File: config.mk
export PLATFORM = sky130hd
export DESIGN_NAME = awfd_ctrl
export DESIGN_NICKNAME = d
export VERILOG_FILES = /design/src/hdl/awfd_pkg.sv /design/src/hdl/awfd_ctrl.sv
export SDC_FILE = /design/constraint.sdc
export NUM_CORES = 1
export LEC_CHECK = 0
export BUFFER_PORTS_ARGS = -buffer_cell sky130_fd_sc_hd__buf_2
export CAP_MARGIN = 20
export CELL_PAD_IN_SITES_DETAIL_PLACEMENT = 1
export CELL_PAD_IN_SITES_GLOBAL_PLACEMENT = 1
export CORE_MARGIN = 1.5
export CORE_UTILIZATION = 37
export CTS_CLUSTER_DIAMETER = 50
export DETAILED_ROUTE_END_ITERATION = 8
export PLACE_DENSITY_LB_ADDON = 0.12
export SETUP_SLACK_MARGIN = 0.3
export SLEW_MARGIN = 20
export SYNTH_ARGS = -nofsm -noshare
export SYNTH_HDL_FRONTEND = slang
export SYNTH_SLANG_ARGS = --single-unit
export TNS_END_PERCENT = 30
File: constraint.sdc
create_clock -name clk -period 3.25 [get_ports clk]
set_input_delay 0 -clock clk [delete_from_list [all_inputs] [get_ports clk]]
set_output_delay 0 -clock clk [all_outputs]
set_load 0.03 [all_outputs]
File: src/hdl/awfd_pkg.sv
// Shared types and constants of the acoustic wave finite-difference step.
// Widths of the fixed-point datapath, controller states and the command and
// status structs between controller and datapath. Depends on nothing.
package awfd_pkg;

    // Field and register widths.
    localparam int VAL_W      = 32;  // Q16.16 pressure values
    localparam int VEL_W      = 14;  // wave speed
    localparam int DT_W       = 24;  // dt/h, Q0.24
    localparam int ROWS_W     = 16;  // grid_rows register
    localparam int CFG_COLS_W = 11;  // grid_cols register
    localparam int CFG_W      = 24;  // configuration write data
    localparam int CFG_IDX_W  = 2;   // configuration register index
    localparam int IN_DATA_W  = 112; // packed input payload, padded to bytes
    localparam int OUT_DATA_W = 32;  // packed output payload

    // Internal arithmetic widths.
    localparam int PSD_W   = 34;     // 2*cur - prev + source
    localparam int LAP_W   = 35;     // five-point stencil sum
    localparam int MAG_W   = 34;     // magnitude of the stencil sum
    localparam int K_W     = 38;     // velocity * dt/h, Q14.24
    localparam int K_SHIFT = 8;
    localparam int K16_W   = K_W - K_SHIFT;
    localparam int SQ_W    = 2 * K16_W;
    localparam int SQ_SHIFT = 8;
    localparam int COEF_W  = SQ_W - SQ_SHIFT;
    localparam int MUL_STEPS = 4;
    localparam int MUL_IDX_W = 2;
    localparam int CHUNK_W = COEF_W / MUL_STEPS;
    localparam int PP_W    = MAG_W + CHUNK_W;
    localparam int ACC_W   = MAG_W + COEF_W;
    localparam int OVF_SHIFT   = 62; // product limit 2^62
    localparam int TERM_SHIFT  = 24; // coefficient is Q.24
    localparam int CLAMP_SHIFT = 36; // clamped term magnitude 2^36
    localparam int TMAG_W  = 39;
    localparam int TERM_W  = 40;
    localparam int SUM_W   = 42;

    // Configuration register indexes.
    localparam logic [CFG_IDX_W-1:0] CFG_GRID_ROWS = 2'd0;
    localparam logic [CFG_IDX_W-1:0] CFG_GRID_COLS = 2'd1;
    localparam logic [CFG_IDX_W-1:0] CFG_DT_OVER_H = 2'd2;

    // Reset values of the configuration registers.
    localparam logic [ROWS_W-1:0]     RST_GRID_ROWS = 16'd100;
    localparam logic [CFG_COLS_W-1:0] RST_GRID_COLS = 11'd100;
    localparam logic [DT_W-1:0]       RST_DT_OVER_H = 24'd1678;

    typedef enum logic [3:0] {
        ST_IDLE,
        ST_RD_CENTRE,
        ST_RD_UP,
        ST_RD_LEFT,
        ST_RD_RIGHT,
        ST_LAP,
        ST_ABS,
        ST_MUL,
        ST_TERM,
        ST_OUT,
        ST_WRITE
    } ctrl_state_t;

    typedef struct packed {
        logic                 load;       // capture the accepted request
        logic                 cap_centre; // centre, partial sum, k product
        logic                 cap_up;     // up neighbour, k16 square
        logic                 cap_left;   // left neighbour, coefficient
        logic                 lap;        // form the stencil sum
        logic                 abs;        // magnitude and sign, clear product
        logic                 mul;        // one partial product step
        logic [MUL_IDX_W-1:0] mul_idx;
        logic                 term;       // rounded, clamped stencil term
        logic                 write;      // store the point in the line stores
        logic                 out_load;   // load the output register
        logic                 up_ok;
        logic                 left_ok;
        logic                 right_ok;
        logic                 is_flush;
        logic                 frame_last;
    } dp_cmd_t;

    typedef struct packed {
        logic out_free; // output register empty or being taken
    } dp_status_t;

endpackage

File: src/hdl/awfd_ctrl.sv
// Controller of the wave step: request sequencing, grid positions and
// line store addressing. Depends on awfd_pkg.
module awfd_ctrl #(
    parameter int MAX_COLS = 1024
) (
    input  logic                                clk,
    input  logic                                rst_n,
    input  logic                                in_valid,
    input  logic                                in_op,
    output logic                                in_ready,
    input  logic                                restart,
    input  logic [awfd_pkg::ROWS_W-1:0]         eff_rows,
    input  logic [$clog2(MAX_COLS+1)-1:0]       eff_cols,
    input  awfd_pkg::dp_status_t                status,
    output awfd_pkg::dp_cmd_t                   cmd,
    output logic [$clog2(2*MAX_COLS)-1:0]       line_raddr,
    output logic [$clog2(2*MAX_COLS)-1:0]       line_waddr,
    output logic [$clog2(MAX_COLS)-1:0]         col_addr
);

    localparam int COL_W = $clog2(MAX_COLS);
    localparam int CNT_W = $clog2(MAX_COLS + 1);
    localparam int LA_W  = $clog2(2 * MAX_COLS);

    awfd_pkg::ctrl_state_t state_reg, state_next;
    logic [awfd_pkg::ROWS_W-1:0]    row_pos_reg, row_pos_next;
    logic [COL_W-1:0]               col_pos_reg, col_pos_next;
    logic [COL_W-1:0]               flush_pos_reg, flush_pos_next;
    logic                           flush_reg, flush_next;
    logic [awfd_pkg::MUL_IDX_W-1:0] mul_idx_reg, mul_idx_next;

    logic [COL_W-1:0] col;
    logic [COL_W-1:0] left_col;
    logic [COL_W-1:0] right_col;
    logic [CNT_W-1:0] col_inc;
    logic             draining;
    logic             left_ok;
    logic             right_ok;
    logic             up_ok;
    logic             advance;

    function automatic logic [LA_W-1:0] line_address(input logic bank,
                                                     input logic [COL_W-1:0] c);
        line_address = LA_W'(c) + (bank ? LA_W'(MAX_COLS) : LA_W'(0));
    endfunction

    // The stored row being finished is the one above the current row.
    assign col       = flush_reg ? flush_pos_reg : col_pos_reg;
    assign col_inc   = CNT_W'(col) + CNT_W'(1);
    assign draining  = row_pos_reg >= eff_rows;
    assign left_ok   = col != '0;
    assign right_ok  = col_inc < eff_cols;
    assign up_ok     = row_pos_reg >= awfd_pkg::ROWS_W'(2);
    assign left_col  = left_ok ? col - COL_W'(1) : col;
    assign right_col = right_ok ? col_inc[COL_W-1:0] : col;
    assign col_addr  = col;
    assign line_waddr = line_address(row_pos_reg[0], col);

    always_comb
    begin
        unique case (state_reg)
            awfd_pkg::ST_RD_UP:    line_raddr = line_address(row_pos_reg[0], col);
            awfd_pkg::ST_RD_LEFT:  line_raddr = line_address(~row_pos_reg[0], left_col);
            awfd_pkg::ST_RD_RIGHT: line_raddr = line_address(~row_pos_reg[0], right_col);
            default:               line_raddr = line_address(~row_pos_reg[0], col);
        endcase
    end

    always_ff @(posedge clk or negedge rst_n)
    begin
        if (!rst_n)
        begin
            state_reg     <= awfd_pkg::ST_IDLE;
            row_pos_reg   <= '0;
            col_pos_reg   <= '0;
            flush_pos_reg <= '0;
            flush_reg     <= 1'b0;
            mul_idx_reg   <= '0;
        end
        else
        begin
            state_reg     <= state_next;
            row_pos_reg   <= row_pos_next;
            col_pos_reg   <= col_pos_next;
            flush_pos_reg <= flush_pos_next;
            flush_reg     <= flush_next;
            mul_idx_reg   <= mul_idx_next;
        end
    end

    always_comb
    begin
        state_next     = state_reg;
        row_pos_next   = row_pos_reg;
        col_pos_next   = col_pos_reg;
        flush_pos_next = flush_pos_reg;
        flush_next     = flush_reg;
        mul_idx_next   = mul_idx_reg;
        advance        = 1'b0;
        in_ready       = 1'b0;

        cmd            = '0;
        cmd.mul_idx    = mul_idx_reg;
        cmd.up_ok      = up_ok;
        cmd.left_ok    = left_ok;
        cmd.right_ok   = right_ok;
        cmd.is_flush   = flush_reg;
        cmd.frame_last = flush_reg && !right_ok;

        unique case (state_reg)
            awfd_pkg::ST_IDLE:
            begin
                in_ready = 1'b1;
                if (in_valid)
                begin
                    cmd.load = 1'b1;
                    // Points while draining and flushes while not are dropped.
                    if (!in_op && !draining)
                    begin
                        flush_next = 1'b0;
                        state_next = (row_pos_reg == '0) ? awfd_pkg::ST_WRITE
                                                         : awfd_pkg::ST_RD_CENTRE;
                    end
                    else if (in_op && draining)
                    begin
                        flush_next = 1'b1;
                        state_next = awfd_pkg::ST_RD_CENTRE;
                    end
                end
            end
            awfd_pkg::ST_RD_CENTRE: state_next = awfd_pkg::ST_RD_UP;
            awfd_pkg::ST_RD_UP:
            begin
                cmd.cap_centre = 1'b1;
                state_next     = awfd_pkg::ST_RD_LEFT;
            end
            awfd_pkg::ST_RD_LEFT:
            begin
                cmd.cap_up = 1'b1;
                state_next = awfd_pkg::ST_RD_RIGHT;
            end
            awfd_pkg::ST_RD_RIGHT:
            begin
                cmd.cap_left = 1'b1;
                state_next   = awfd_pkg::ST_LAP;
            end
            awfd_pkg::ST_LAP:
            begin
                cmd.lap    = 1'b1;
                state_next = awfd_pkg::ST_ABS;
            end
            awfd_pkg::ST_ABS:
            begin
                cmd.abs      = 1'b1;
                mul_idx_next = '0;
                state_next   = awfd_pkg::ST_MUL;
            end
            awfd_pkg::ST_MUL:
            begin
                cmd.mul = 1'b1;
                if (mul_idx_reg == awfd_pkg::MUL_IDX_W'(awfd_pkg::MUL_STEPS - 1))
                begin
                    state_next = awfd_pkg::ST_TERM;
                end
                else
                begin
                    mul_idx_next = mul_idx_reg + awfd_pkg::MUL_IDX_W'(1);
                end
            end
            awfd_pkg::ST_TERM:
            begin
                // All reads of this point are done, so its own entries may go.
                cmd.term   = 1'b1;
                cmd.write  = !flush_reg;
                state_next = awfd_pkg::ST_OUT;
            end
            awfd_pkg::ST_OUT:
            begin
                if (status.out_free)
                begin
                    cmd.out_load = 1'b1;
                    advance      = 1'b1;
                    state_next   = awfd_pkg::ST_IDLE;
                end
            end
            awfd_pkg::ST_WRITE:
            begin
                cmd.write  = 1'b1;
                advance    = 1'b1;
                state_next = awfd_pkg::ST_IDLE;
            end
            default: state_next = awfd_pkg::ST_IDLE;
        endcase

        if (advance)
        begin
            if (flush_reg)
            begin
                if (!right_ok)
                begin
                    row_pos_next   = '0;
                    col_pos_next   = '0;
                    flush_pos_next = '0;
                end
                else
                begin
                    flush_pos_next = col_inc[COL_W-1:0];
                end
            end
            else if (!right_ok)
            begin
                col_pos_next = '0;
                row_pos_next = row_pos_reg + awfd_pkg::ROWS_W'(1);
            end
            else
            begin
                col_pos_next = col_inc[COL_W-1:0];
            end
        end

        // A new frame size starts a new frame.
        if (restart)
        begin
            row_pos_next   = '0;
            col_pos_next   = '0;
            flush_pos_next = '0;
        end
    end

endmodule

Yosys cells after proc, flatten, opt, wreduce, memory -nomap -nowiden. Index checks and enable logic that the tools add are counted.

$lt $le $gt $ge: 3. Equality and inequality tests: 18. Reduce and logical (&&, ||, !) cells: 20. Multiplexer cells: 44. Add/sub/neg operators: 8.

Operators by type and width (number): two-way mux 10 bit (11); two-way mux 16 bit (5); adder 10 x 11 -> 11 bit (4); case mux 4 bit (10 select lines) (1); case mux 11 bit (3 select lines) (1); two-way mux 4 bit (6); two-way mux 11 bit (2); adder 16 x 1 -> 16 bit (second input constant) (1); == test 4 x 3 -> 1 bit (second input constant) (4); >= comparator 16 bit (1); >= comparator 16 x 2 -> 1 bit (second input constant) (1); zero test 16 bit (1); two-way mux 1 bit (14); == test 4 bit (second input constant) (3); adder 10 x 1 -> 11 bit (second input constant) (1); < comparator 11 bit (1); != test 2 bit (second input constant) (5); nonzero test 10 bit (1); subtractor 10 x 1 -> 10 bit (second input constant) (1); == test 4 x 2 -> 1 bit (second input constant) (2); AND reduction 2 bit (4); nonzero test 2 bit (4); != test 3 bit (second input constant) (2); == test 4 x 1 -> 1 bit (second input constant) (1); other kinds (10) (16).

Bits of input ports: 33. Output and inout port bits: 50. Bits in registers: 43. Logic and storage cells: 99.

Logic depth before layout (Yosys ltp).
Depth in word-level cells: 7. Gate-level depth with buffers: 19. Gate-level depth less buffers: 16.

Worst setup path after synthesis. No wires, ideal clock.

Path kind: reg2out. Start point: register flush_reg. End point: output port line_raddr[2]. Slack: -0.738 ns. Buffers on the path: 2. Data required time: 3.250 ns. Arrival: 3.988 ns. Stages on the path, launching flop included: 18. Cell sequence: dfrtp_1 -> buf_6 -> buf_12 -> mux2i_1 -> inv_1 -> ha_1 -> nand4b_1 -> nand2_1 -> nand3_1 -> xor2_1 -> inv_1 -> ha_1 -> a21oi_1 -> o21ai_0 -> o21a_4 -> nor3_1 -> a22oi_1 -> xnor2_1.

Word-level cells in the longest chain between the ends: 6. Elaborated cells on any way between the ends: 12. Classes of those cells: add/sub: 6; order compare: 1; mux: 4; reduce/logical: 1.

Ends and longest elaborated chain: start, declared (line awfd_ctrl.sv:29) `logic flush_reg, flush_next;`; start signal, assigned (line awfd_ctrl.sv:86) `flush_reg <= flush_next;`; two-way mux 10 bit (*) (line awfd_ctrl.sv:48) `assign col = flush_reg ? flush_pos_reg : col_pos_reg;`; named net col_addr[1] (line awfd_ctrl.sv:18) `output logic [$clog2(MAX_COLS)-1:0] col_addr`; adder 10 x 1 -> 11 bit (line awfd_ctrl.sv:49) `assign col_inc = CNT_W'(col) + CNT_W'(1);`; < comparator 11 bit (line awfd_ctrl.sv:52) `assign right_ok = col_inc < eff_cols;`; two-way mux 10 bit (line awfd_ctrl.sv:55) `assign right_col = right_ok ? col_inc[COL_W-1:0] : col;`; adder 10 x 11 -> 11 bit (line awfd_ctrl.sv:44) `line_address = LA_W'(c) + (bank ? LA_W'(MAX_COLS) : LA_W'(0));`; case mux 11 bit (3 select lines) (*) (line awfd_ctrl.sv:61) `unique case (state_reg)`; end, declared (line awfd_ctrl.sv:16) `output logic [$clog2(2*MAX_COLS)-1:0] line_raddr,`.

The timed path passes the listed nets; every way through them passes the cells marked *.

Worst setup path in the final report.
Start point: register flush_reg. End point: output port line_raddr[5].

Word-level cells in the longest chain between the ends: 6. Elaborated cells on any way between the ends: 12. Classes of those cells: add/sub: 6; order compare: 1; mux: 4; reduce/logical: 1.

Ends and longest elaborated chain (line): two-way mux 10 bit (*) (awfd_ctrl.sv:48); adder 10 x 1 -> 11 bit (awfd_ctrl.sv:49); < comparator 11 bit (awfd_ctrl.sv:52); two-way mux 10 bit (awfd_ctrl.sv:55); adder 10 x 11 -> 11 bit (awfd_ctrl.sv:44); case mux 11 bit (3 select lines) (*) (awfd_ctrl.sv:61).

Mark *: on every way between the ends. The rest lies on a longest branch, timed or not.

==> flow_summary.json <==
{
  "clk-insertion-delay-late_ps": 290,
  "drive_gt1_share_pct": 42.3,
  "max_transition_viols_final": 0,
  "cp.required_ps": 3250,
  "detailed_place_hpwl_um": 10500,
  "cts_buffer_depth": 2,
  "die_area_sq_um": 11300,
  "synthesis.instances": 495,
  "antenna_left": 0,
  "post-route-period-util_pct": 121,
  "global_route_wire_length_before_repair_um": 22700,
  "first_global_vias": 4407,
  "post-route-cell-area_sq_um": 5780,
  "avgRoutedWirePerCell_um": 20.0,
  "placed_area_sq_um": 4980,
  "seq_power_share_pct": 21.5,
  "worstSetupPathType": "flip-flop to output port",
  "htree_num_levels": 2,
  "synthTopCellsByCount": "nand2_1, dfrtp_1, inv_1",
  "max_slew_margin_pct": 29.4,
  "die_y_um": 106,
  "mappedNetlistArea_sq_um": 3950,
  "total_power_mw": 3.60,
  "peakVddDrop_uv": 443,
  "synth_flop_cell": "dfrtp_1",
  "p_sw_mw": 1.77,
  "drc_errors": 0,
  "endpoint_kind": "output port",
  "synthArstFlopShare_pct": 100,
  "grt_setup_unrepaired": "true",
  "finish.utilization_pct": 56.0,
  "final_critical_path_setup_slack_ps": -683,
  "cell_internal_pwr_mw": 1.83,
  "syn-mean-instance-area_sq_um": 7.98,
  "antenna_violations_before_repair": 0,
  "violations_in_the_final_reports": "negative setup slack",
  "numPortBuffers": 82,
  "grt_use_total_pct": 25.4,
  "sw_frac_of_total_pct": 49.2,
  "largest_reg_flops": 16,
  "viasPerCell": 5.67,
  "placementRows": 37,
  "powerDensity_nw_per_um2": 623,
  "synth_sequential_area_ratio_pct": 27.2,
  "number_of_distinct_library_cells_after_synthesis": 68,
  "postSynthRegisterBits": 43,
  "yosys-top-cells-area": "dfrtp_1, ha_1, nand2_1",
  "number_of_iterations_in_the_first_detailed_routing_pass": 4,
  "leakagePower_nw": 2.86,
  "via_count": 4454,
  "clk_pin_slew_worst_paths_ps": 80,
  "number_of_endpoints_with_negative_hold_slack_in_the_final_report": 0,
  "least_margin_pin_slew_ps": 1060,
  "gpl.final_weighted_congestion": 0.851,
  "number_of_synthesized_flops_with_an_enable_pin": 0,
  "top_cell_type_s_share_of_synthesized_area_pct": 27.2,
  "hold_path.class": "input port to flip-flop",
  "coreArea_sq_um": 10300,
  "yosysWarnings": 0,
  "syn_nets": 561,
  "cts.sinks": 43,
  "clock_skew_ps": 7.69,
  "timing.critical_path.fanout_max": 4,
  "maxCapViolCount": 0,
  "clock_tree.root_cell": "clkbuf_8",
  "synthMostInstantiatedCell": "nand2_1",
  "yosysTopAreaCell": "dfrtp_1",
  "dieWidth_um": 106,
  "reg_to_reg_setup_timing_slack_ps": -550,
  "power.combinational.fraction_pct": 67.0,
  "diodes": 0,
  "tritoncts.num_buffers": 5,
  "routed_wl_um": 15700,
  "globalRouteOverflowTotal": 0,
  "synth_to_layout_area_growth_pct": 46.4,
  "clkPwrFrac_pct": 11.5,
  "critPathLaunchType": "flip-flop",
  "pin_count": 83,
  "finish.net_count": 716,
  "worstPathArrival_ps": 3930,
  "grt_start_max_net_pins": 44,
  "time_the_worst_path_needs_with_i_o_delays_and_setup_ps": 3930,
  "report.final.setup_viol": 48,
  "initial_utilization_pct": 38.2,
  "max_freq_ghz": 0.254,
  "status": "finished, violations left",
  "drt_first_iter_violations": 206,
  "cts_tree": "built"
}
==> repair_timing <==
item                                    in CTS  in global routing
pin swaps                                   28                 31
endpoints found under the hold margin       44                  0
endpoints found under the setup margin      48                 52
setup buffers                               11                 14
cloned                                       3                  0
hold buffers                                 2                  0
gates resized for setup                     76                 47
==> placed cells by master (no fill, tap or decap), drive strengths merged, types with 3 or more instances in the layout <==
cell,n
nand2,52
nor3,23
inv,43
o31ai,15
a21oi,32
and2,4
o22ai,4
buf,181
a21o,5
dfrtp,43
or3,7
nand3,21
nand3b,4
ha,33
nand4,9
xnor2,13
nor3b,5
nor2,26
clkbuf,7
nand2b,10
o21a,3
nor2b,4
or4,6
and3,3
a22o,3
a31oi,7
mux2,3
nor4,5
mux2i,10
o21ai,37
==> cells by family after synthesis <==
logic type	after synthesis	synth area share, %
compound gates	124	20.2
xor+xnor	14	3.11
fa+ha+maj	33	10.5
buf+inv	79	9.82
flops	43	27.2
mux	13	3.90
simple gates	189	25.3
==> layer usage <==
| metal | routed length [um] | share of wire [%] | track usage, % |
|---|---|---|---|
| met3 | 574 | 3.7 | 3.19 |
| met4 | 293 | 1.9 | 4.83 |
| met1 | 6570 | 42 | 32.4 |
| met2 | 8250 | 53 | 45.9 |
| met5 | 0 | 0 | 0 |
==> path summary, 6_finish.rpt <==
check	start	cells after the start	end
worst min register to register	flush_pos_reg[9]$_DFFE_PN0P_	2	flush_pos_reg[9]$_DFFE_PN0P_
worst max-delay path	flush_reg$_DFFE_PN0P_	16	line_raddr[5]
max in group asynchronous	rst_n	2	flush_reg$_DFFE_PN0P_
min in group asynchronous	rst_n	2	row_pos_reg[15]$_DFFE_PN0P_
worst min-delay path	restart	2	row_pos_reg[1]$_DFFE_PN0P_
worst max register to register	flush_reg$_DFFE_PN0P_	20	row_pos_reg[10]$_DFFE_PN0P_
==> through the flow <==
| stage | std cells | hold slack, ps | setup WS, ps | TNS (ps) |
|---|---|---|---|---|
| 5_1_grt | 786 | 99.7 | -812 | -26630 |
| 6_report | 786 | 81.5 | -683 | -20160 |
| 2_1_floorplan | 495 | -296 | -251 | -2300 |
| 4_1_cts | 772 | 73.4 | -527 | -8290 |
| 3_5_place_dp | 749 | 221 | -437 | -11470 |
| 3_3_place_gp | 749 | 224 | -313 | -7670 |
==> area by class of cell <==
type / count / area (sq um)
clock buffers: 6 / 72.6
clock inverters: 1 / 30.0
fillers: 1229 / 4540
well taps: 136 / 170
inverters: 43 / 166
flip-flops and latches: 43 / 1080
multi-input cells: 373 / 2940
repair buffers: 184 / 1320
==> power by group through the flow <==
stage / combinational [mW] / clock [mW] / sequential, mW
final: 2.42 / 0.413 / 0.776
after global routing: 2.57 / 0.437 / 0.792
after CTS: 2.20 / 0.420 / 0.769
after detailed placement: 2.00 / 0 / 0.777
after global placement: 1.95 / 0 / 0.773
after floorplan: 1.45 / 0 / 0.708
==> critical path, stage by stage (launching register included) <==
cell      delay, ps
dfrtp_2         490
mux2i_4         360
inv_4            70
ha_4            180
nand4b_1        160
nand2_2         140
nand3_2         120
xor2_2          180
inv_2            80
ha_4            230
a21oi_2         140
o21ai_2          90
o21a_4          220
or3_4           330
o311a_1         350
or3_4           360
buf_6           140
Power figures use the tool's default switching activity.
